--- config.mk ---
export PLATFORM = sky130hd
export DESIGN_NAME = tcp_congestion_window_control
export DESIGN_NICKNAME = d
export VERILOG_FILES = /design/src/design/tcwc_pkg.sv /design/src/design/tcwc_update.sv /design/src/design/tcp_congestion_window_control.sv
export SDC_FILE = /design/constraint.sdc
export NUM_CORES = 1
export LEC_CHECK = 0
export BUFFER_PORTS_ARGS = -buffer_cell sky130_fd_sc_hd__buf_2
export CORE_ASPECT_RATIO = 1.25
export CORE_UTILIZATION = 25
export CTS_CLUSTER_DIAMETER = 30
export DETAILED_ROUTE_END_ITERATION = 10
export HOLD_SLACK_MARGIN = 0.06
export SYNTH_ARGS = -nofsm -noshare
export SYNTH_HDL_FRONTEND = slang
export SYNTH_SLANG_ARGS = --single-unit
--- constraint.sdc ---
create_clock -name clk_i -period 8.8 [get_ports clk_i]
set_input_delay 1.76 -clock clk_i [delete_from_list [all_inputs] [get_ports clk_i]]
set_output_delay 1.76 -clock clk_i [all_outputs]
set_load 0.1 [all_outputs]
--- src/design/tcwc_pkg.sv ---
package tcwc_pkg;

  localparam int unsigned SEQ_BITS   = 32;
  localparam int unsigned MAX_WINDOW = 65535;
  localparam int unsigned WIN_BITS   = 16;
  localparam int unsigned NUM_BITS   = 32;

  localparam int unsigned IN_DATA_BITS  = 64;
  localparam int unsigned OUT_DATA_BITS = 120;

  typedef enum logic [2:0] {
    ACT_SEND     = 3'd0,
    ACT_CUM_ACK  = 3'd1,
    ACT_ACK_PKT  = 3'd2,
    ACT_DATA_RX  = 3'd3,
    ACT_TIMEOUT  = 3'd4
  } action_e;

  typedef enum logic [1:0] {
    ST_DONE     = 2'd0,
    ST_BLOCKED  = 2'd1,
    ST_NOT_HELD = 2'd2
  } status_e;

  typedef struct packed {
    logic [WIN_BITS-1:0] window;
    logic [WIN_BITS-1:0] threshold;
    logic                avoid;
    logic [SEQ_BITS-1:0] seq_next;
    logic [SEQ_BITS-1:0] oldest;
    logic [SEQ_BITS-1:0] expected;
  } cc_state_t;

  typedef struct packed {
    logic [1:0]          status;
    logic [NUM_BITS-1:0] assigned_seq;
    logic [NUM_BITS-1:0] ack_value;
    logic [WIN_BITS-1:0] window_now;
    logic [WIN_BITS-1:0] threshold_now;
    logic                in_avoidance;
    logic [WIN_BITS-1:0] outstanding;
  } cc_result_t;

endpackage

--- src/design/tcwc_update.sv ---
module tcwc_update import tcwc_pkg::*; (
  input  cc_state_t           state_i,
  input  logic [2:0]          action_i,
  input  logic [NUM_BITS-1:0] ack_number_i,
  input  logic [NUM_BITS-1:0] retransmit_seq_i,
  output cc_state_t           state_o,
  output cc_result_t          result_o
);

  localparam logic [WIN_BITS:0] MaxWin = (WIN_BITS+1)'(MAX_WINDOW);

  logic [SEQ_BITS-1:0] held;
  logic [SEQ_BITS-1:0] held_n;
  logic [SEQ_BITS-1:0] win_ext;
  logic [SEQ_BITS-1:0] rdiff;
  logic [NUM_BITS-1:0] ack_sel;
  logic [WIN_BITS:0]   dbl;
  logic [WIN_BITS-1:0] half;
  logic                wrapped;
  logic                below_end;
  logic                rseq_in_space;
  logic                is_ack;
  cc_state_t           nxt;
  logic [1:0]          status;
  logic [NUM_BITS-1:0] assigned;

  assign held          = state_i.seq_next - state_i.oldest;
  assign win_ext       = SEQ_BITS'(state_i.window);
  assign ack_sel       = (action_i == ACT_CUM_ACK) ? ack_number_i : NUM_BITS'(state_i.expected);
  assign wrapped       = state_i.seq_next < state_i.oldest;
  assign below_end     = wrapped ? ((ack_sel >> SEQ_BITS) == '0)
                                 : (ack_sel < NUM_BITS'(state_i.seq_next));
  assign rseq_in_space = (retransmit_seq_i >> SEQ_BITS) == '0;
  assign rdiff         = retransmit_seq_i[SEQ_BITS-1:0] - state_i.oldest;
  assign dbl           = {state_i.window, 1'b0};
  assign half          = state_i.window >> 1;
  assign is_ack        = (action_i == ACT_CUM_ACK) || (action_i == ACT_ACK_PKT);

  always_comb begin
    nxt      = state_i;
    status   = ST_DONE;
    assigned = '0;
    if (is_ack) begin
      if (held != '0 && ack_sel > NUM_BITS'(state_i.oldest)) begin
        nxt.oldest = below_end ? ack_sel[SEQ_BITS-1:0] : state_i.seq_next;
      end
      if (!state_i.avoid) begin
        nxt.window = (dbl > MaxWin) ? MaxWin[WIN_BITS-1:0] : dbl[WIN_BITS-1:0];
        if (nxt.window >= state_i.threshold) begin
          nxt.avoid = 1'b1;
        end
      end else if ((WIN_BITS+1)'(state_i.window) < MaxWin) begin
        nxt.window = state_i.window + 1'b1;
      end
    end
    case (action_i)
      ACT_SEND: begin
        if (held >= win_ext) begin
          status = ST_BLOCKED;
        end else begin
          assigned     = NUM_BITS'(state_i.seq_next);
          nxt.seq_next = state_i.seq_next + 1'b1;
        end
      end
      ACT_DATA_RX: begin
        if (state_i.seq_next > state_i.expected) begin
          nxt.expected = state_i.seq_next;
        end
      end
      ACT_TIMEOUT: begin
        if (rseq_in_space && rdiff < held) begin
          nxt.threshold = (half == '0) ? WIN_BITS'(1) : half;
          nxt.window    = WIN_BITS'(1);
          nxt.avoid     = 1'b0;
        end else begin
          status = ST_NOT_HELD;
        end
      end
      default: ;
    endcase
  end

  assign held_n  = nxt.seq_next - nxt.oldest;
  assign state_o = nxt;

  assign result_o.status        = status;
  assign result_o.assigned_seq  = assigned;
  assign result_o.ack_value     = NUM_BITS'(nxt.expected);
  assign result_o.window_now    = nxt.window;
  assign result_o.threshold_now = nxt.threshold;
  assign result_o.in_avoidance  = nxt.avoid;
  assign result_o.outstanding   = held_n[WIN_BITS-1:0];

endmodule

--- src/design/tcp_congestion_window_control.sv ---
// Sender-side congestion-window engine: each transfer in carries one event
// (send, cumulative ACK, ACK packet, data receipt, timeout retransmit) and
// yields exactly one result transfer with the status, the sequence number
// given to a send, and the window, threshold, mode and outstanding count after
// the event. An event lands in an input register, is resolved against the
// window state by one pass of compare, shift and increment logic, and moves
// to an output register. One event is taken per cycle while the output is
// drained; a stalled output holds both registers until it is drained.
module tcp_congestion_window_control import tcwc_pkg::*; (
  input  logic                     clk_i,
  input  logic                     rst_ni,
  input  logic                     s_axis_tvalid,
  output logic                     s_axis_tready,
  // ack_number [31:0], retransmit_seq [63:32]
  input  logic [IN_DATA_BITS-1:0]  s_axis_tdata,
  // action [2:0]
  input  logic [2:0]               s_axis_tuser,
  output logic                     m_axis_tvalid,
  input  logic                     m_axis_tready,
  // assigned_seq [31:0], ack_value [63:32], window_now [79:64],
  // threshold_now [95:80], in_avoidance [96], outstanding [112:97], zero [119:113]
  output logic [OUT_DATA_BITS-1:0] m_axis_tdata,
  // status [1:0]
  output logic [1:0]               m_axis_tuser
);

  logic                in_valid_q;
  logic [2:0]          action_q;
  logic [NUM_BITS-1:0] ack_q;
  logic [NUM_BITS-1:0] rseq_q;
  logic                out_valid_q;
  cc_result_t          res_q;
  cc_result_t          res_d;
  cc_state_t           st_q;
  cc_state_t           st_d;
  logic                adv;
  logic                take;

  assign adv           = !out_valid_q || m_axis_tready;
  assign s_axis_tready = !in_valid_q || adv;
  assign take          = s_axis_tvalid && s_axis_tready;

  tcwc_update u_update (
    .state_i          (st_q),
    .action_i         (action_q),
    .ack_number_i     (ack_q),
    .retransmit_seq_i (rseq_q),
    .state_o          (st_d),
    .result_o         (res_d)
  );

  always_ff @(posedge clk_i or negedge rst_ni) begin
    if (!rst_ni) begin
      in_valid_q   <= 1'b0;
      out_valid_q  <= 1'b0;
      st_q.window    <= WIN_BITS'(1);
      st_q.threshold <= WIN_BITS'(16);
      st_q.avoid     <= 1'b0;
      st_q.seq_next  <= SEQ_BITS'(1);
      st_q.oldest    <= SEQ_BITS'(1);
      st_q.expected  <= SEQ_BITS'(1);
    end else begin
      if (s_axis_tready) begin
        in_valid_q <= s_axis_tvalid;
      end
      if (adv) begin
        out_valid_q <= in_valid_q;
        if (in_valid_q) begin
          st_q <= st_d;
        end
      end
    end
  end

  always_ff @(posedge clk_i) begin
    if (take) begin
      action_q <= s_axis_tuser;
      ack_q    <= s_axis_tdata[NUM_BITS-1:0];
      rseq_q   <= s_axis_tdata[2*NUM_BITS-1:NUM_BITS];
    end
    if (adv && in_valid_q) begin
      res_q <= res_d;
    end
  end

  assign m_axis_tvalid = out_valid_q;
  assign m_axis_tuser  = res_q.status;
  assign m_axis_tdata  = {7'd0, res_q.outstanding, res_q.in_avoidance, res_q.threshold_now,
                          res_q.window_now, res_q.ack_value, res_q.assigned_seq};

  a_window_nonzero: assert property (@(posedge clk_i) disable iff (!rst_ni)
    st_q.window != '0 && st_q.threshold != '0)
    else $error("window or threshold reached zero");

  a_move_to_output: assert property (@(posedge clk_i) disable iff (!rst_ni)
    in_valid_q && adv |=> out_valid_q)
    else $error("event lost between input and output register");

  a_state_hold: assert property (@(posedge clk_i) disable iff (!rst_ni)
    !(in_valid_q && adv) |=> $stable(st_q))
    else $error("state changed without an event");

  a_blocked_full: assert property (@(posedge clk_i) disable iff (!rst_ni)
    out_valid_q && res_q.status == ST_BLOCKED |-> res_q.outstanding >= res_q.window_now)
    else $error("send blocked while window open");

endmodule
==> results of run 1 <==
==> metrics by stage <==
step,cells,worst slack (ps),instance area (um^2)
2_1_floorplan,2207,2120,21100
3_3_place_gp,3398,1340,23200
3_5_place_dp,3398,1150,23200
4_1_cts,3506,1120,25200
5_1_grt,3506,367,25200
6_report,3507,1010,25200
==> cell families after synthesis <==
kind of cell    Yosys count  share of synthesized area, %
simple gates            629                          14.8
compound gates          557                          15.9
flops                   313                          41.5
buf+inv                 276                          5.13
fa+ha+maj               240                          14.3
xor+xnor                110                          4.57
mux                      75                          3.73
other cells               1                        0.0178
==> Yosys cell counts (11+ instances only) <==
cell / count / area [um^2]
a211oi_1: 13 / 97.6
a21o_1: 60 / 450
a21oi_1: 143 / 716
a31oi_1: 12 / 75.1
and3_1: 17 / 106
clkbuf_1: 70 / 263
clkinv_1: 11 / 41.3
dfrtp_1: 126 / 3150
edfxtp_1: 182 / 5470
ha_1: 237 / 2970
inv_1: 170 / 638
mux2_2: 28 / 315
mux2i_1: 47 / 470
nand2_1: 206 / 773
nand2b_1: 29 / 181
nand3_1: 57 / 285
nand4_1: 40 / 250
nor2_1: 118 / 443
nor2b_1: 29 / 181
nor3_1: 30 / 150
nor4_1: 44 / 275
o21a_1: 29 / 218
o21ai_0: 205 / 1030
o21bai_1: 11 / 82.6
o22ai_1: 12 / 75.1
or3_1: 14 / 87.6
xnor2_1: 90 / 788
xor2_1: 20 / 175
==> routing by layer <==
layer	vias up	GRT usage, %	share of wire [%]
met2	366	27.9	53
met5	-	0	0.026
met1	8178	17.5	40
met4	2	5.88	3.5
met3	116	1.88	3.5
li1	8318	-	-
==> worst paths after layout <==
check,start,to,cells past startpoint
hold / removal,st_q[54],st_q[54],2
min in group asynchronous,rst_ni,in_valid_q,1
hold reg to reg,st_q[54],st_q[54],2
setup / recovery,st_q[64],m_axis_tdata[111],33
setup reg to reg,st_q[64],m_axis_tdata[111],33
max in group asynchronous,rst_ni,async pin,2
==> area by class of cell <==
type                    count  share of cell area [%]
multi-input cells        1618                    44.9
flip-flops and latches    313                    34.7
clock buffers              63                    5.86
well taps                1080                    5.35
repair buffers            205                    4.32
inverters                 182                    2.73
clock inverters            45                    2.19
diodes                      1                 0.00991
==> power breakdown <==
group | leakage [uW] | internal [uW] | switching, uW
combinational | 0.00697 | 1520 | 2870
clock | 0.000953 | 1400 | 890
sequential | 0.00309 | 1880 | 215
total | 0.0110 | 4810 | 3980
==> registers in the layout, summed over array words and instances, names as in the netlist, named ones only <==
name / count
ack_q: 32
m_axis_tuser: 2
m_axis_tvalid: 1
st_q: 128
m_axis_tdata: 113
in_valid_q: 1
action_q: 3
rseq_q: 32
==> worst reg2reg max path: cells and delay by family, from the launching register on <==
family | cells | cell delay (ps)
DFF | 1 | 570
adders and majority gates | 4 | 1170
and+or+nand+nor | 5 | 1530
xor gates and xnor gates | 3 | 480
AOI/OAI and AO/OA | 19 | 3490
buffers and inverters | 2 | 320
==> flow_results.xml, run 1 <==
<?xml version="1.0" encoding="UTF-8"?>
<metrics>
  <group name="layout">
    <metric name="finish.net_count" unit="">2688</metric>
    <metric name="area.growth.synth_to_final" unit="%">19.7</metric>
    <metric name="share_of_final_layout_standard_cells_stronger_than_drive_strength_1" unit="%">15.6</metric>
    <metric name="n_fill_cell" unit="">8628</metric>
    <metric name="mostFrequentLayoutCell" unit="">ha_1</metric>
    <metric name="layout_common_cells" unit="">ha_1 (237), nand2_1 (206), o21ai_0 (204)</metric>
    <metric name="multiInputGateArea" unit="mm^2">0.0113</metric>
    <metric name="sequential_cell_area_in_the_final_layout" unit="mm^2">0.00875</metric>
    <metric name="final_core_area_utilization" unit="%">30.4</metric>
  </group>
  <group name="global_routing">
    <metric name="grt_start_max_net_pins" unit="">88</metric>
    <metric name="grt_remaining_overflow" unit="">0</metric>
    <metric name="vias_in_the_first_global_route" unit="">16800</metric>
    <metric name="antenna_found_initial" unit="">2</metric>
    <metric name="grt_pass1_wl" unit="mm">99.2</metric>
    <metric name="globalRouteTotalUtil" unit="%">15.1</metric>
  </group>
  <group name="yosys">
    <metric name="syn_inst" unit="">2201</metric>
    <metric name="mappedNetlistArea" unit="mm^2">0.0211</metric>
    <metric name="postSynth.asyncResetShare" unit="%">41.9</metric>
    <metric name="syn_area_per_cell" unit="um^2">9.58</metric>
    <metric name="synth_enable_flop_cells" unit="">182</metric>
    <metric name="ys.warnings.count" unit="">0</metric>
    <metric name="cell_variety_after_synth" unit="">78</metric>
    <metric name="synth-main-ff-cell" unit="">edfxtp_1</metric>
    <metric name="yosysSeqAreaShare" unit="%">41.5</metric>
    <metric name="ys_seq_elements" unit="">313</metric>
  </group>
  <group name="floorplanning">
    <metric name="io_pins" unit="">195</metric>
    <metric name="placementRows" unit="">118</metric>
    <metric name="die_height" unit="um">327</metric>
    <metric name="initial_core_util" unit="%">25.4</metric>
    <metric name="placeableCoreArea" unit="mm^2">0.0831</metric>
    <metric name="die_area" unit="mm^2">0.0855</metric>
    <metric name="die_x" unit="um">262</metric>
  </group>
  <group name="setup_path">
    <metric name="worstPathBufferInverterCount" unit="">2</metric>
    <metric name="most_frequent_cp_cell" unit="">a21oi_1</metric>
    <metric name="critical_path.max_fanout" unit="">10</metric>
    <metric name="rrSetupSlack" unit="ps">1010</metric>
    <metric name="cp.arrival" unit="ps">8170</metric>
    <metric name="timing_worst_setup_path_type" unit="">flip-flop to flip-flop</metric>
    <metric name="critical-path-top-delay-family" unit="">compound AO/OA/AOI/OAI gates</metric>
    <metric name="critical-path-slowest-cell" unit="">dfstp_2</metric>
    <metric name="critPathRequiredTime" unit="ps">9190</metric>
    <metric name="cp-end-kind" unit="">flip-flop</metric>
    <metric name="cp-start-kind" unit="">flip-flop</metric>
    <metric name="critical_path.max_stage_delay" unit="ps">570</metric>
  </group>
  <group name="clocking">
    <metric name="clock-root-buffer" unit="">clkbuf_16</metric>
    <metric name="post_cts_resized" unit="">0</metric>
    <metric name="cts-htree-levels" unit="">2</metric>
    <metric name="tritoncts" unit="">done</metric>
    <metric name="cts.sink_count" unit="">313</metric>
    <metric name="post_cts_setup_repair_bufs" unit="">0</metric>
    <metric name="cts-buffers-inserted" unit="">57</metric>
    <metric name="cts_hold_buffers" unit="">0</metric>
    <metric name="clkSlewWorstSetupHoldPaths" unit="ps">60</metric>
    <metric name="worst_skew_pair.late_latency" unit="ps">650</metric>
    <metric name="ctsLongestPathBuffers" unit="">3</metric>
  </group>
  <group name="run">
    <metric name="max_cap_viols" unit="">0</metric>
  </group>
  <group name="power_and_ir_drop">
    <metric name="total_power" unit="uW">8790</metric>
    <metric name="peakVddDrop" unit="uV">173</metric>
    <metric name="power.density_cell_area" unit="mW/mm^2">348</metric>
    <metric name="power_leakage" unit="uW">0.0110</metric>
  </group>
  <group name="timing">
    <metric name="fin_crit" unit="ps">7790</metric>
    <metric name="layout_worst_path_cycle_share" unit="%">88.5</metric>
    <metric name="totalNegativeSetupSlack" unit="ps">0</metric>
    <metric name="timing.hold.ws" unit="ps">480</metric>
    <metric name="slew_headroom" unit="%">19.7</metric>
    <metric name="fmax" unit="MHz">128</metric>
    <metric name="setup_viol_count_final" unit="">0</metric>
    <metric name="timing_worst_slew_pin_value" unit="ps">1200</metric>
    <metric name="grt_setup_unrepaired" unit="">false</metric>
    <metric name="final_setup_skew" unit="ps">49.8</metric>
    <metric name="hold_viol" unit="">0</metric>
    <metric name="final-max-slew-violation-count" unit="">0</metric>
  </group>
  <group name="drt">
    <metric name="detailedRoute.firstPassIterationCount" unit="">5</metric>
    <metric name="routed_wire_length_per_instance" unit="um">18.6</metric>
    <metric name="post-route-drc-count" unit="">0</metric>
    <metric name="route.detailed.vias_per_inst" unit="">4.84</metric>
    <metric name="vias" unit="">17000</metric>
    <metric name="drt_iter0_drc" unit="">1045</metric>
    <metric name="antenna_violating_nets_post_route" unit="">0</metric>
    <metric name="routed_wl" unit="mm">65.3</metric>
  </group>
  <group name="placement">
    <metric name="post_detail_place_hpwl" unit="mm">49.8</metric>
    <metric name="port_buffers" unit="">187</metric>
    <metric name="globalplace.congestion" unit="">0.909</metric>
  </group>
  <group name="status">
    <metric name="status" unit="">finished clean</metric>
  </group>
  <group name="hold_path">
    <metric name="min_path_type" unit="">flip-flop to flip-flop</metric>
  </group>
</metrics>
Power figures use the tool's default switching activity.
==> run 2: changes to the inputs <==
--- a/config.mk
+++ b/config.mk
@@ -5,12 +5,15 @@
 export SDC_FILE = /design/constraint.sdc
 export NUM_CORES = 1
 export LEC_CHECK = 0
+export ABC_AREA = 1
 export BUFFER_PORTS_ARGS = -buffer_cell sky130_fd_sc_hd__buf_2
 export CORE_ASPECT_RATIO = 1.25
 export CORE_UTILIZATION = 25
 export CTS_CLUSTER_DIAMETER = 30
 export DETAILED_ROUTE_END_ITERATION = 10
 export HOLD_SLACK_MARGIN = 0.06
+export PLACE_DENSITY_LB_ADDON = 0.1
 export SYNTH_ARGS = -nofsm -noshare
 export SYNTH_HDL_FRONTEND = slang
 export SYNTH_SLANG_ARGS = --single-unit
+export TNS_END_PERCENT = 30
==> run 2 against run 1 <==
  * Combinational power up 71%
  * Non-clock buffer count is 4 higher
  * Cell area rose by 12%
  * Hold slack lost 7.5 ps
  * Power grew 51%
  * Maximum frequency grew 6.8%
  * Global-route usage up 3.5 points
  * Wire length grew 33%
  * Register-to-register slack improved by 490 ps
  * Critical path depth shrank 1
  * Critical endpoint is now m_axis_tdata[110]
  * Largest cell class unchanged
  * Highest routed layer is now met4
==> flow_results.xml, run 2 <==
<?xml version="1.0" encoding="UTF-8"?>
<metrics>
  <group name="timing">
    <metric name="timing_worst_slew_pin_value" unit="ps">1170</metric>
    <metric name="final_setup_skew" unit="ps">33.2</metric>
    <metric name="totalNegativeSetupSlack" unit="ps">0</metric>
    <metric name="fin_crit" unit="ps">7290</metric>
    <metric name="grt_setup_unrepaired" unit="">false</metric>
    <metric name="slew_headroom" unit="%">21.5</metric>
    <metric name="hold_viol" unit="">0</metric>
    <metric name="layout_worst_path_cycle_share" unit="%">82.9</metric>
    <metric name="fmax" unit="MHz">137</metric>
    <metric name="final-max-slew-violation-count" unit="">0</metric>
    <metric name="setup_viol_count_final" unit="">0</metric>
    <metric name="setup_ws" unit="ps">1510</metric>
  </group>
  <group name="yosys">
    <metric name="synth_top_area_share" unit="%">23.9</metric>
    <metric name="ys.warnings.count" unit="">0</metric>
    <metric name="yosys.area.top_type" unit="">edfxtp_1</metric>
    <metric name="synthMostInstantiatedCell" unit="">nand2_1</metric>
    <metric name="postSynth.asyncResetShare" unit="%">41.9</metric>
    <metric name="yosysSeqAreaShare" unit="%">38.3</metric>
    <metric name="syn_inst" unit="">2992</metric>
    <metric name="ys_seq_elements" unit="">313</metric>
    <metric name="cell_variety_after_synth" unit="">58</metric>
    <metric name="synth_enable_flop_cells" unit="">182</metric>
    <metric name="synth-main-ff-cell" unit="">edfxtp_1</metric>
    <metric name="mappedNetlistArea" unit="mm^2">0.0228</metric>
    <metric name="synth.top_cells.by_area" unit="">edfxtp_1 (24%), nand2_1 (15%), dfrtp_1 (14%), ha_1 (13%), inv_1 (7.2%)</metric>
    <metric name="syn_area_per_cell" unit="um^2">7.63</metric>
    <metric name="list_of_most_frequent_post_synthesis_cells" unit="">nand2_1 (883), inv_1 (439), ha_1 (237)</metric>
  </group>
  <group name="setup_path">
    <metric name="most_frequent_cp_cell" unit="">nand2_1</metric>
    <metric name="cp-start-kind" unit="">flip-flop</metric>
    <metric name="critPathRequiredTime" unit="ps">9180</metric>
    <metric name="cp-end-kind" unit="">flip-flop</metric>
    <metric name="critical-path-slowest-cell" unit="">a21boi_0</metric>
    <metric name="critical_path.max_fanout" unit="">36</metric>
    <metric name="cp.arrival" unit="ps">7670</metric>
    <metric name="rrSetupSlack" unit="ps">1510</metric>
    <metric name="critical_path.max_stage_delay" unit="ps">690</metric>
    <metric name="timing_worst_setup_path_type" unit="">flip-flop to flip-flop</metric>
  </group>
  <group name="clocking">
    <metric name="worst_skew_pair.late_latency" unit="ps">650</metric>
    <metric name="clock-root-buffer" unit="">clkbuf_16</metric>
    <metric name="cts-htree-levels" unit="">3</metric>
    <metric name="tritoncts" unit="">done</metric>
    <metric name="post_cts_resized" unit="">0</metric>
    <metric name="cts.sink_count" unit="">313</metric>
    <metric name="clkSlewWorstSetupHoldPaths" unit="ps">40</metric>
    <metric name="post_cts_setup_repair_bufs" unit="">0</metric>
    <metric name="cts_hold_buffers" unit="">0</metric>
    <metric name="cts-buffers-inserted" unit="">90</metric>
    <metric name="ctsLongestPathBuffers" unit="">3</metric>
  </group>
  <group name="layout">
    <metric name="multiInputGateArea" unit="mm^2">0.0121</metric>
    <metric name="finish.net_count" unit="">3531</metric>
    <metric name="largest_register_ffs" unit="">128</metric>
    <metric name="area.growth.synth_to_final" unit="%">23.9</metric>
    <metric name="share_of_final_layout_standard_cells_stronger_than_drive_strength_1" unit="%">12.3</metric>
    <metric name="n_fill_cell" unit="">9730</metric>
    <metric name="sequential_cell_area_in_the_final_layout" unit="mm^2">0.00875</metric>
    <metric name="final_core_area_utilization" unit="%">31.4</metric>
    <metric name="max_flop_register" unit="">st_q</metric>
    <metric name="antenna_cells" unit="">0</metric>
    <metric name="layout_common_cells" unit="">nand2_1 (882), inv_1 (437), ha_1 (237)</metric>
    <metric name="mostFrequentLayoutCell" unit="">nand2_1</metric>
  </group>
  <group name="power_and_ir_drop">
    <metric name="total_power" unit="uW">13300</metric>
    <metric name="power.density_cell_area" unit="mW/mm^2">469</metric>
    <metric name="power.switching_fraction" unit="%">50.2</metric>
    <metric name="power_leakage" unit="uW">0.0140</metric>
    <metric name="share_comb_of_total_power" unit="%">56.6</metric>
    <metric name="peakVddDrop" unit="uV">278</metric>
    <metric name="power.clock.fraction" unit="%">25.6</metric>
    <metric name="power_report.internal_total" unit="uW">6620</metric>
    <metric name="switchingPower" unit="uW">6660</metric>
    <metric name="sequential_share_of_power" unit="%">17.8</metric>
  </group>
  <group name="hold_path">
    <metric name="min_path_type" unit="">flip-flop to flip-flop</metric>
  </group>
  <group name="global_routing">
    <metric name="grt_pass1_wl" unit="mm">129</metric>
    <metric name="grt_start_max_net_pins" unit="">95</metric>
    <metric name="antenna_found_initial" unit="">0</metric>
    <metric name="globalRouteTotalUtil" unit="%">18.7</metric>
    <metric name="grt_remaining_overflow" unit="">0</metric>
    <metric name="vias_in_the_first_global_route" unit="">20600</metric>
  </group>
  <group name="floorplanning">
    <metric name="die_x" unit="um">272</metric>
    <metric name="placeableCoreArea" unit="mm^2">0.0902</metric>
    <metric name="io_pins" unit="">195</metric>
    <metric name="placementRows" unit="">123</metric>
    <metric name="initial_core_util" unit="%">25.3</metric>
    <metric name="die_height" unit="um">340</metric>
    <metric name="die_area" unit="mm^2">0.0925</metric>
  </group>
  <group name="drt">
    <metric name="detailedRoute.firstPassIterationCount" unit="">7</metric>
    <metric name="antenna_violating_nets_post_route" unit="">0</metric>
    <metric name="routed_wl" unit="mm">86.8</metric>
    <metric name="post-route-drc-count" unit="">0</metric>
    <metric name="route.detailed.vias_per_inst" unit="">4.55</metric>
    <metric name="vias" unit="">20400</metric>
    <metric name="routed_wire_length_per_instance" unit="um">19.4</metric>
    <metric name="drt_iter0_drc" unit="">1375</metric>
  </group>
  <group name="placement">
    <metric name="globalplace.congestion" unit="">0.890</metric>
    <metric name="port_buffers" unit="">187</metric>
    <metric name="dp_slack" unit="ps">1480</metric>
    <metric name="post_detail_place_hpwl" unit="mm">69.2</metric>
  </group>
  <group name="status">
    <metric name="status" unit="">finished clean</metric>
  </group>
  <group name="run">
    <metric name="max_cap_viols" unit="">0</metric>
  </group>
</metrics>
[run 2: logic make-up after synthesis]
group,count (synthesis),synth area share (%)
flops,313,38.3
simple gates,1370,25.4
buf+inv,533,9.08
other cells,1,0.0164
fa+ha+maj,240,13.3
compound gates,456,10.9
xor+xnor,79,3.03
[run 2: final timing paths]
check	cells past startpoint	start	to
max reg2reg	32	st_q[64]	m_axis_tdata[110]
max	32	st_q[64]	m_axis_tdata[110]
max in group asynchronous	3	rst_ni	st_q[25]
min reg2reg	2	st_q[28]	st_q[28]
min in group asynchronous	1	rst_ni	st_q[104]
min	2	st_q[28]	st_q[28]
[run 2: power groups by stage]
stage	Combinational, uW	Sequential [uW]	Clock (uW)
5_1_grt	8470	2410	3560
3_5_place_dp	7580	2390	0
6_report	7510	2370	3410
3_3_place_gp	7510	2380	0
2_1_floorplan	4580	3230	0
4_1_cts	7620	2370	3490
[run 2: per-layer routing]
layer | up-vias | GRT usage [%] | wire length, um
met3 | 122 | 2.78 | 3300
met1 | 9499 | 21.1 | 34900
met2 | 443 | 35.2 | 46300
li1 | 10300 | - | -
met4 | 0 | 6.14 | 2320
met5 | - | 0 | 0
[run 2: layout make-up]
cell class	count	area share [%]
flip-flops and latches	313	30.9
well taps	1187	5.25
inverters	454	6.03
repair buffers	209	3.91
multi-input cells	2152	42.6
clock inverters	60	2.85
clock buffers	107	8.44
[run 2: metrics by stage]
step / hold slack [ps] / instance area [um^2] / cells
2_1_floorplan: 449 / 22900 / 2998
3_3_place_gp: 463 / 25100 / 4315
3_5_place_dp: 465 / 25100 / 4315
4_1_cts: 477 / 28300 / 4482
5_1_grt: 494 / 28300 / 4482
6_report: 472 / 28300 / 4482
[run 2: worst max-delay path: cells and delay by family (launching register included)]
kind,cells,cell delay [ps]
AO/OA/AOI/OAI,9,2520
AND/OR/NAND/NOR,12,1590
XOR/XNOR,2,470
buffers and inverters,5,700
flip-flops,1,560
adder cells (fa/ha/maj),4,1160
